--- src/rtl/sfk_ram.sv ---
// ----------------------------------------------------------------------------
// sfk_ram: generic single-port-write, single-read RAM
// One write and one registered read per cycle.
// ----------------------------------------------------------------------------
`default_nettype none
module sfk_ram #(
  parameter int unsigned Width = 64,
  parameter int unsigned Depth = 24
) (
  input  wire logic                     clk_i,
  input  wire logic                     we_i,
  input  wire logic [$clog2(Depth)-1:0] waddr_i,
  input  wire logic [Width-1:0]         wdata_i,
  input  wire logic [$clog2(Depth)-1:0] raddr_i,
  output logic      [Width-1:0]         rdata_o
);
  logic [Width-1:0] mem_q [Depth];

  always_ff @(posedge clk_i) begin
    if (we_i) begin
      mem_q[waddr_i] <= wdata_i;
    end
    rdata_o <= mem_q[raddr_i];
  end
endmodule
`default_nettype wire

--- config.mk ---
export PLATFORM = sky130hd
export DESIGN_NAME = sfk_ram
export DESIGN_NICKNAME = d
export VERILOG_FILES = /design/src/rtl/sfk_ram.sv
export SDC_FILE = /design/constraint.sdc
export NUM_CORES = 1
export LEC_CHECK = 0
export BUFFER_PORTS_ARGS = -buffer_cell sky130_fd_sc_hd__buf_2
export CAP_MARGIN = 20
export CORE_MARGIN = 8
export CORE_UTILIZATION = 30
export CTS_CLUSTER_SIZE = 10
export DETAILED_ROUTE_END_ITERATION = 12
export PLACE_DENSITY = 0.46
export RECOVER_POWER = 50
export SLEW_MARGIN = 15
export SYNTH_ARGS = -nofsm -noshare
export SYNTH_HDL_FRONTEND = slang
export SYNTH_SLANG_ARGS = --single-unit
--- constraint.sdc ---
create_clock -name clk_i -period 3.7 [get_ports clk_i]
set_clock_uncertainty 0.1 [all_clocks]
set_input_delay 0 -clock clk_i [delete_from_list [all_inputs] [get_ports clk_i]]
set_output_delay 0 -clock clk_i [all_outputs]
set_load 0.01 [all_outputs]
==> Yosys cells after proc, flatten, opt, wreduce, memory -nomap -nowiden <==
Memories as Yosys holds them, arrays and structs flattened. A register that Yosys moved wholly into a read port is not among the register bits.
Cells that the tools add are included.
{ "totals": {"ram_bits": 1536, "word_cells": 3, "output_inout_bits": 64, "in_bits": 76, "ff_bits": 0, "memories": 1} }
{ "mem_list": {"columns": ["memory", "depth", "width", "rd", "rd_clocked_by_memory_dff", "wr", "line", "rtl"], "rows": [
  ["mem_q", 24, 64, 1, 1, 1, "17", "logic [Width-1:0] mem_q [Depth];"]
]} }
{ "op_classes": {"mux": 2} }
{ "ops": {"columns": ["op", "n"], "rows": [
  ["1-bit two-way mux", 2]
]} }

==> Depth between registers and ports, before layout <==
{ "logic_depth": {"word_depth": 2, "ltp_mapped": 8} }

==> Worst setup path before layout <==
OpenSTA, ideal clock, no wires.
{ "synth_path": {"path_kind": "in2reg", "start": "in waddr_i[1]", "end": "mem mem_q[20][0] (enable)", "n_path_buf": 1, "path_stages": 3, "path_slack_ns": -0.194, "setup_time_ns": 0.486, "arrival_time_ns": 3.307, "cell_sequence": "or3b_2 clkbuf_1 nor2_1"} }
{ "synth_lines": {"columns": ["element", "line", "rtl"], "rows": [
  ["start: declaration", "12", "input wire logic [$clog2(Depth)-1:0] waddr_i,"],
  ["end: declaration", "17", null]
]} }
Straight into the memory's write port.

==> parameters.txt <==
Parameter                              Value

Synth
  Post-Syn Area per Cell    19.75 µm²
  Synthesized netlist net count    3132
  Share of the synthesized netlist area taken by xor and xnor gates    0%
  Area fraction in compound gates after synthesis    2.353%
  Post-Synth Simple-Gate Area    3.113%
  Share of cell area taken by muxes after synthesis    14.53%
  Post-Synthesis Cells    3056
  Number of synthesized register bits    1600
  Syn. warnings    0
  Dominant combinational cell family by area after synthesis    multiplexers
  Number of unique standard cell types used by synthesis    25
  Adder-cell area share of the yosys netlist    0%
  Seq/Total Area, Yosys    78.54%
  Mapped cell area    0.06036 mm²

Placement
  Setup WS pre-CTS    1175 ps
  Total of buffers placed on input and output ports    139
  Final HPWL from detailed placement    77380 µm
  Routability-driven placement congestion ratio    0.6746

Floorplan
  Chip Height    464.6 µm
  Die Span X    464.6 µm
  I/O pins    140
  Initial Util    30.20%
  Standard cell core area    0.1999 mm²
  Die area    0.2158 mm²
  Row count    164

Drt
  Total DRC errors in the routed layout    0
  Average routed wire per standard cell    25.70 µm
  Pre-Repair DR Iteration Count    5
  Highest metal layer with signal wires    met5
  Number of vias after detailed routing    29517
  Length of routed met3 wiring    5289 µm
  WL final    158700 µm
  DR WL met2    78540 µm
  Vias per std cell    4.779
  Detailed router's first-iteration violation count    2310
  Routed Antenna Nets    0
  Detailed-routing wirelength on met1    71620 µm

Run status
  Status    finished, violations left
  Violated checks    capacitance limit, slew limit

Critical path
  Kind of cell with the highest combined delay on the critical path    buffers and inverters
  Largest fanout on the critical path    80
  Max stage delay cell, worst path    and2_4
  Setup crit start kind    input pin
  CP Cell Sequence    dlygate4sd3_1, buf_8, and2_4, buf_4, nand2_1, nand4_1, dlygate4sd3_1, nand3_1, dlygate4sd3_1
  Category of the critical setup timing path    input pin to flop
  Critical path capture point type    flop
  Max stage delay on crit path    810 ps
  Most common cell on crit path    dlygate4sd3_1
  Number of buffer and inverter stages on the critical path    5
  Required time worst endpoint    4270 ps
  Worst path arrival time    3800 ps

GRT
  Largest net degree at the start of global routing    93
  GRT Total Usage    14.41%
  Number of antenna violations at the first check in global routing    14
  Global-route wire length before repair    227600 µm
  Grt ovf    0
  Via count of the first global-routing pass    30926

STA
  Final hold violations    0
  Setup violations, final    0
  Fmax    308.9 MHz
  Worst Max-Slew Pin Slew    1894 ps
  Shortest period the worst path allows    3237 ps
  Final number of max-transition violations    39
  Total negative slack for setup checks    0 ps
  Max_slew headroom    -26.25%
  RSZ-0062 raised after global routing    false
  Smallest setup slack after layout    462.7 ps
  Tcrit/Tclk final    87.49%

Clocking
  Clock net sink count    1600
  CTS tree    yes
  CTS resizes    0
  Post-CTS Hold Fix Bufs    81
  Skew-Pair Late Insertion Delay    790 ps
  Post CTS Setup Buffer Count    0
  Clock Tree Buf Depth    3
  Total clock buffers created by CTS    180
  Register clock-pin slew on the reported worst setup and hold paths    60 ps
  Number of H-tree branching levels    4
  Master cell of the clock root buffer    clkbuf_16

Power and ir drop
  Power density over the cells    539.6 mW/mm²
  Static Leakage    0.02310 µW
  Final total power    38270 µW
  Maximum vdd drop    406.6 µV

Final layout
  Filler cells    18808
  Fraction of final layout cells sized beyond drive strength 1    15.61%
  Most frequent standard cell in the layout excluding fill and tap cells    edfxtp_1
  Total Nets Final    3458
  Area grow syn2layout    17.49%
  Commonest cells after routing, fill and taps aside    1536 x edfxtp_1, 478 x mux2i_1, 240 x clkbuf_1

Hold path
  Type of the tightest min-delay check    input pin to flop

Run
  Max-cap violations    1
[worst min-delay path, cell delays in order]
cell and delay (ps):
buf_2 100, or3b_2 310, nor2_4 200, buf_12 200
[synthesized netlist by cell type (all sizes together)]
library cell     n  area [µm²]
a22oi          158        1186
dfxtp           64        1281
mux2i          478        4785
or3              1       6.260
or3b             2       17.52
clkbuf          73       274.0
edfxtp        1536       46120
nand3b           4       30.03
nand3          112       560.5
buf             93       608.1
nand4           64       400.4
a221oi          17       148.9
nand2b           1       6.260
mux4           145        3266
nand2          194       728.2
inv              1       3.750
and2             1       6.260
mux2            64       720.7
nor2b            3       18.77
nor2            28       105.1
o21ai           17       85.08
[sequential cells by signal, summed over array words and instances, names as in the netlist]
signal / cells
mem_q: 1536
rdata_o: 64
[metrics by stage]
step                hold WS (ps)  cells  area (µm²)  utilization (%)
floorplan                 -1.131   3056       60370                -
global placement           304.3   5775       65090            32.57
detailed placement         299.0   5775       65090            32.57
CTS                        26.22   6174       71090            35.57
global route               81.69   6175       70920            35.48
finish                     108.1   6176       70920            35.49
[path summary, 6_finish.rpt]
check	cells after the start	endpoint	slack, ps	from
worst max-delay path	9	rdata_o[24]	460	raddr_i[2]
worst min-delay path	4	mem_q[0][36]	110	waddr_i[1]
worst max register to register	6	rdata_o[10]	1070	mem_q[16][10]
worst min register to register	4	rdata_o[31]	500	mem_q[6][31]
[report_power, final]
group	internal, µW	switching (µW)
Sequential	20200	117
Clock	9320	6810
Combinational	685	1190
Total	30200	8120
[kinds of logic (layout without fill, tap and decap cells)]
group,count (synthesis),count (layout)
AO/OA/AOI/OAI,192,192
multiplexers,687,687
flip-flops,1600,1600
other,0,2
buffers and inverters,167,629
AND/OR/NAND/NOR,410,410
[layer usage]
layer  global-route usage (%)  vias to the layer above
met5                        0                        -
met4                    3.588                        6
met3                    2.294                      226
met2                    24.70                      521
met1                    19.16                    15702
li1                         -                    13062
[area by class of cell]
class,instances,area (µm²),share of cell area (%)
tap,2656,3323,4.686
multi-input combinational,1289,12290,17.32
clock inverter,8,91.34,0.1288
antenna,2,5.005,0.007057
sequential,1600,47410,66.84
clock buffer,310,5097,7.187
inverter,1,8.758,0.01235
timing repair buffer,310,2705,3.814
Power figures use the tool's default switching activity.
