$ cat src/rtl/sfk_pkg.sv
// ----------------------------------------------------------------------------
// sfk_pkg: shared types, constants and fixed-point helpers
// Payload structs and rounding/saturation for the forward kinematics block.
// ----------------------------------------------------------------------------
`default_nettype none
package sfk_pkg;
  localparam int unsigned JointsDef    = 24;
  localparam int unsigned ValueBitsDef = 16;
  localparam int unsigned FracBits     = 12;
  localparam int unsigned IdxW         = 5;

  typedef struct packed {
    logic [47:0]     location;
    logic [47:0]     rot_row2;
    logic [47:0]     rot_row1;
    logic [47:0]     rot_row0;
    logic [IdxW-1:0] parent_index;
    logic [IdxW-1:0] joint_index;
  } sfk_in_t;

  typedef struct packed {
    logic            parent_error;
    logic [63:0]     rel_row2;
    logic [63:0]     rel_row1;
    logic [63:0]     rel_row0;
    logic [IdxW-1:0] out_joint;
  } sfk_out_t;

  // Read lane k with sign extension from bit vb-1.
  function automatic logic signed [16:0] lane_get(input logic [63:0] w,
                                                  input int unsigned k,
                                                  input int unsigned vb);
    logic [15:0] v;
    logic signed [16:0] s;
    v = w[16*k +: 16];
    s = '0;
    for (int i = 0; i < 16; i++) begin
      s[i] = (i < vb) ? v[i] : v[vb-1];
    end
    s[16] = v[vb-1];
    return s;
  endfunction

  function automatic logic [15:0] sat16(input logic signed [39:0] v,
                                        input int unsigned vb);
    logic signed [39:0] hi;
    logic signed [39:0] lo;
    hi = (40'sd1 <<< (vb - 1)) - 40'sd1;
    lo = -hi - 40'sd1;
    if (v > hi) return hi[15:0];
    if (v < lo) return lo[15:0];
    return v[15:0];
  endfunction

  // Round half up from 2^-24 to 2^-12 (arithmetic shift floors), then saturate.
  function automatic logic [15:0] round_sat(input logic signed [39:0] v,
                                            input int unsigned vb);
    logic signed [39:0] x;
    x = (v + 40'sd2048) >>> FracBits;
    return sat16(x, vb);
  endfunction
endpackage
`default_nettype wire

$ cat src/rtl/sfk_mac.sv
// ----------------------------------------------------------------------------
// sfk_mac: one transform row step
// Three products added to (or, with neg_i, subtracted from) an aligned term,
// rounded and saturated to one lane.
`default_nettype none
module sfk_mac
  import sfk_pkg::*;
#(
  parameter int unsigned ValueBits = ValueBitsDef
) (
  input  wire logic signed [16:0] a0_i,
  input  wire logic signed [16:0] a1_i,
  input  wire logic signed [16:0] a2_i,
  input  wire logic signed [16:0] b0_i,
  input  wire logic signed [16:0] b1_i,
  input  wire logic signed [16:0] b2_i,
  input  wire logic signed [16:0] add_i,
  input  wire logic               neg_i,
  output logic             [15:0] res_o
);
  logic signed [39:0] p0, p1, p2, acc;
  always_comb begin
    p0  = 40'(a0_i * b0_i);
    p1  = 40'(a1_i * b1_i);
    p2  = 40'(a2_i * b2_i);
    acc = neg_i ? (40'(add_i) <<< FracBits) - p0 - p1 - p2
                : (40'(add_i) <<< FracBits) + p0 + p1 + p2;
    res_o = round_sat(acc, ValueBits);
  end
endmodule
`default_nettype wire

$ cat config.mk
export PLATFORM = sky130hd
export DESIGN_NAME = sfk_mac
export DESIGN_NICKNAME = d
export VERILOG_FILES = /design/src/rtl/sfk_pkg.sv /design/src/rtl/sfk_mac.sv
export SDC_FILE = /design/constraint.sdc
export NUM_CORES = 2
export LEC_CHECK = 0
export ABC_AREA = 1
export BUFFER_PORTS_ARGS = -buffer_cell sky130_fd_sc_hd__buf_2
export CAP_MARGIN = 5
export CORE_UTILIZATION = 70
export DETAILED_ROUTE_END_ITERATION = 10
export PLACE_DENSITY = 0.92
export SYNTH_ARGS = -nofsm -noshare
export SYNTH_HDL_FRONTEND = slang
export SYNTH_SLANG_ARGS = --single-unit
$ cat constraint.sdc
create_clock -name vclk -period 22
set_input_delay 3.3 -clock vclk [all_inputs]
set_output_delay 3.3 -clock vclk [all_outputs]
set_load 0.01 [all_outputs]
======== Yosys cells after proc, flatten, opt, wreduce, memory -nomap -nowiden ========
Cells that the tools add are included.
storage, ports and cells
  register bits after elaboration ......... 0
  bits of input ports ..................... 120
  logic and storage cells ................. 20
cells by class
  add/subtract/negate cells ............... 7
  multiply operators ...................... 3
  magnitude comparators ................... 2
  mux-type cells .......................... 8
operators by type and width
  operator                  number
  $mul A17 B17 Y34          3
  $mux W16                  4
  $add A40 B13 Y40 const B  1
  $mux W40                  1
  $add A36 B34 Y37          1
  $sub A36 B34 Y37          1
  $add A35 B34 Y36          1
  $sub A35 B34 Y36          1
  $add A29 B34 Y35          1
  $sub A29 B34 Y35          1
  $gt A28 B16 Y1 const B    1
  $lt A28 B16 Y1 const B    1
  $mux W1                   3

======== Logic depth before layout (Yosys ltp) ========
  word-level depth ........................ 11
  mapped depth ............................ 62
  gate-level depth less buffers ........... 59

======== Worst setup path after synthesis ========
No wires, ideal clock.
  kind .................................... input to output
  start point ............................. input b2_i[2]
  end point ............................... output res_o[10]
  arrival time ............................ 12.534 ns
  path slack .............................. 6.166 ns
  cell stages on the path ................. 51
  cells stage by stage .................... clkbuf_1 -> clkbuf_1 -> nand2_1 -> fa_1 -> fa_1 -> inv_1 -> fa_1 -> inv_1 -> fa_1 -> inv_1 -> fa_1 -> inv_1 -> fa_1 -> inv_1 -> ha_1 -> a21oi_1 -> o21ai_0 -> o21bai_1 -> [... 15 more ...] -> inv_1 -> nor4_1 -> nand3_1 -> nand3_1 -> nand2_1 -> nand3_1 -> nand2_1 -> inv_1 -> nand2_1 -> nor2_1 -> nand2_1 -> nand2_1 -> inv_1 -> nor2_2 -> nand2_2 -> o21ai_4 -> buf_6 -> nand2_1
on the way
  word-level cells in the longest chain between the ends .. 9
RTL lines
  element                                               line                          source
  start: declaration                                    sfk_mac.sv:16                 input wire logic signed [16:0] b2_i,
  $mul A17 B17 Y34 *                                    sfk_mac.sv:25                 p2 = 40'(a2_i * b2_i);
  $add A36 B34 Y37 or $sub A36 B34 Y37 (tied branches)  sfk_mac.sv:27, sfk_mac.sv:26
  $mux W40 *                                            sfk_mac.sv:26                 acc = neg_i ? (40'(add_i) <<< FracBits) - p0 - p1 - p2
  $add A40 B13 Y40 *                                    sfk_pkg.sv:59                 x = (v + 40'sd2048) >>> FracBits;
  $lt A28 B16 Y1                                        sfk_pkg.sv:51                 if (v < lo) return lo[15:0];
  $mux W1 (2 in series)                                 sfk_pkg.sv:51
  $mux W16                                              sfk_pkg.sv:52                 return v[15:0];
  $mux W16 *                                            sfk_pkg.sv:51
  end: declaration                                      sfk_mac.sv:19                 output logic [15:0] res_o
Every way passes the cells marked *; elsewhere a longest branch is shown, timed or not. The select of a mux whose other input is x is not followed.

======== Final worst setup path ========
  start point ............................. input b1_i[8]
  end point ............................... output res_o[2]
on the way
  word-level cells in the longest chain between the ends .. 10
RTL lines
  element                                               line                          source
  start: declaration                                    sfk_mac.sv:15                 input wire logic signed [16:0] b1_i,
  $mul A17 B17 Y34 *                                    sfk_mac.sv:24                 p1 = 40'(a1_i * b1_i);
  $add A35 B34 Y36 or $sub A35 B34 Y36 (tied branches)  sfk_mac.sv:27, sfk_mac.sv:26
  $add A36 B34 Y37 or $sub A36 B34 Y37 (tied branches)  sfk_mac.sv:27, sfk_mac.sv:26
  $mux W40 *                                            sfk_mac.sv:26
  $add A40 B13 Y40 *                                    sfk_pkg.sv:59
  $lt A28 B16 Y1                                        sfk_pkg.sv:51
  $mux W1 (2 in series)                                 sfk_pkg.sv:51
  $mux W16                                              sfk_pkg.sv:52
  $mux W16 *                                            sfk_pkg.sv:51
Marks and branches as above.

==> metrics.md <==
| Metric | Value |
|---|---|
| Worst slew margin | `0.387` |
| Max stage delay cell, worst path | `xor2_1` |
| Final non-filler cell area | `0.0435 mm2` |
| CP Max Fanout | `17` |
| Cells after Synth | `roughly 5700` |
| Worst min path class | `primary input to primary output` |
| Fin. Hold Viols | `0` |
| GRT busiest layer | `met2` |
| Final period demand of the worst path | `17.29 ns` |
| Post-CTS setup buffer count | `0` |
| Avg Cell Area, Syn | `7.46 um2` |
| Worst-Margin Slew | `0.917 ns` |
| Total gr overflow | `0` |
| Outcome | `completed` |
| Fmax | `~58 MHz` |
| Initial antenna violation count | `8` |
| GPL Wtd Cong | `a little over 1` |
| I/O pins | `about 140` |
| Initial drt markers | `slightly above 3000` |
| Setup Viol. Count Final | `0` |
| Worst path buffer plus inverter count | `11` |
| RSZ-0062 raised after global routing | `no` |
| Port bufs | `roughly 140` |
| Crit end category | `primary output` |
| Starting Density | `0.708` |
| Final Max Slew Viols | `0` |
| Crit start category | `primary input` |
| Ratio of cells with drive above 1 in the final layout | `0.0528` |
| Reg area | `0 um2` |
| Share of the yosys chip area belonging to registers | `0` |
| Area leader, netlist | `fa_1` |
| CLK BUF | `0` |
| Area Growth Syn to Fin | `2.01%` |
| TritonRoute pass-1 iters | `6` |
| Post-cts sizing count | `0` |
| Most common cell after layout, fill and taps aside | `inv_1` |
| Core area | `around 0.06 mm2` |
| Path type of the worst setup path | `primary input to primary output` |
| Grt met3 use | `0.0539` |
| Placed instance area | `around 0.044 mm2` |
| Final worst-path cycle share | `0.786` |
| Routed WL per cell | `17.8 um` |
| Synth top area share | `0.463` |
| Met2 usage | `0.680` |
| Num rows | `90` |
| First-pass GRT wire length | `191000 um` |
| Die area | `around 0.062 mm2` |
| Die height | `249 um` |
| Library cells used by synthesis | `53` |
| Post-cts hold buffer count | `0` |
| Vias per cell | `around 5.5` |
| Vias in the first global route | `a little under 40000` |
| Synth Cell Area | `between 0.04 and 0.05 mm2` |
| Most used cell, CP | `inv_1` |
| Residual DRC count | `0` |
| Fin nets | `7105` |
| Sum Neg Setup Slack | `0 ns` |
| Gr usage total | `0.387` |
| Sequential cells | `0` |
| Die X | `249 um` |
| Post-DP HPWL | `approximately 100000 um` |
| Worst path top cell family by delay | `adder cells` |
| Post-route ant nets | `0` |
| Delay of the slowest critical-path stage | `around 0.65 ns` |
| Max Cap Viol | `0` |
| Via count | `35600` |
| Synth Net Count | `between 7000 and 8000` |
| Largest net degree at the start of global routing | `35` |
| Top cells by area, synth | `fa_1 (46%), inv_1 (16%), nand2_1 (12%)` |
| Worst Path Arrival | `13.99 ns` |
| CP Data Required Time | `approximately 19 ns` |
| Most frequent cells in the layout | `inv_1 (1807), nand2_1 (1378), fa_1 (986)` |
| Met1 Usage GRT | `0.474` |
| Total Wirelength | `around 110000 um` |
| Synth warn | `0` |
==> kinds of logic (layout without fill, tap and decap cells) <==
group,after synthesis,after routing,synth area share
adder cells (fa/ha/maj),1337,1337,0.565
other,0,4,0
XOR/XNOR,134,134,0.0275
AO/OA/AOI/OAI,311,311,0.0415
buffers and inverters,2044,1972,0.181
AND/OR/NAND/NOR,1892,1892,0.185
==> cell type report <==
cell class	instances	area [um2]
inverters	1835	6890
multi-input cells	3674	35000
diodes	4	10.0
fillers	4417	16700
well taps	782	978
repair buffers	137	688
==> Yosys cell counts (3+ instances only) <==
library cell  count
a21boi_0          7
a21boi_1          5
a21o_1            6
a21oi_1         154
a21oi_2           4
a31oi_1          12
buf_1             3
buf_2             4
buf_6             4
clkbuf_1        198
clkinv_1          3
fa_1            986
ha_1            351
inv_1          1807
inv_2            25
nand2_1        1378
nand2_2          43
nand3_1         142
nand3_2          15
nand3b_1          4
nand4_1          33
nor2_1          187
nor2_2           26
nor2_4           11
nor3_1           11
nor3_2            3
nor4_1            6
o21a_1            3
o21ai_0          73
o21ai_1          13
o21bai_1         18
or2_2            23
xnor2_1          47
xor2_1           87
==> per-stage QoR <==
step                worst slack (ns)   util  cells  hold slack (ns)
floorplan                       6.17      -   5718             6.99
global placement                5.03  0.722   6428             7.57
detailed placement              4.90  0.722   6428             7.56
CTS                             4.88  0.722   6428             7.57
global route                    4.02  0.722   6428             7.64
finish                          4.71  0.723   6432             7.56
==> path summary, 6_finish.rpt <==
| path | cells past startpoint | start | to | slack, ns |
|---|---|---|---|---|
| hold / removal | 8 | neg_i | res_o[4] | 7.56 |
| setup / recovery | 47 | b1_i[8] | res_o[2] | 4.71 |
==> layer usage <==
| metal | vias to the layer above | wire [um] |
|---|---|---|
| met3 | 533 | 9930 |
| li1 | 16000 | - |
| met5 | - | 107 |
| met1 | 17200 | 41600 |
| met4 | 16 | 6530 |
| met2 | 1822 | 56200 |
Power is not shown: default switching activity piles up to over one toggle a cycle in this logic, so the estimate is an artifact.
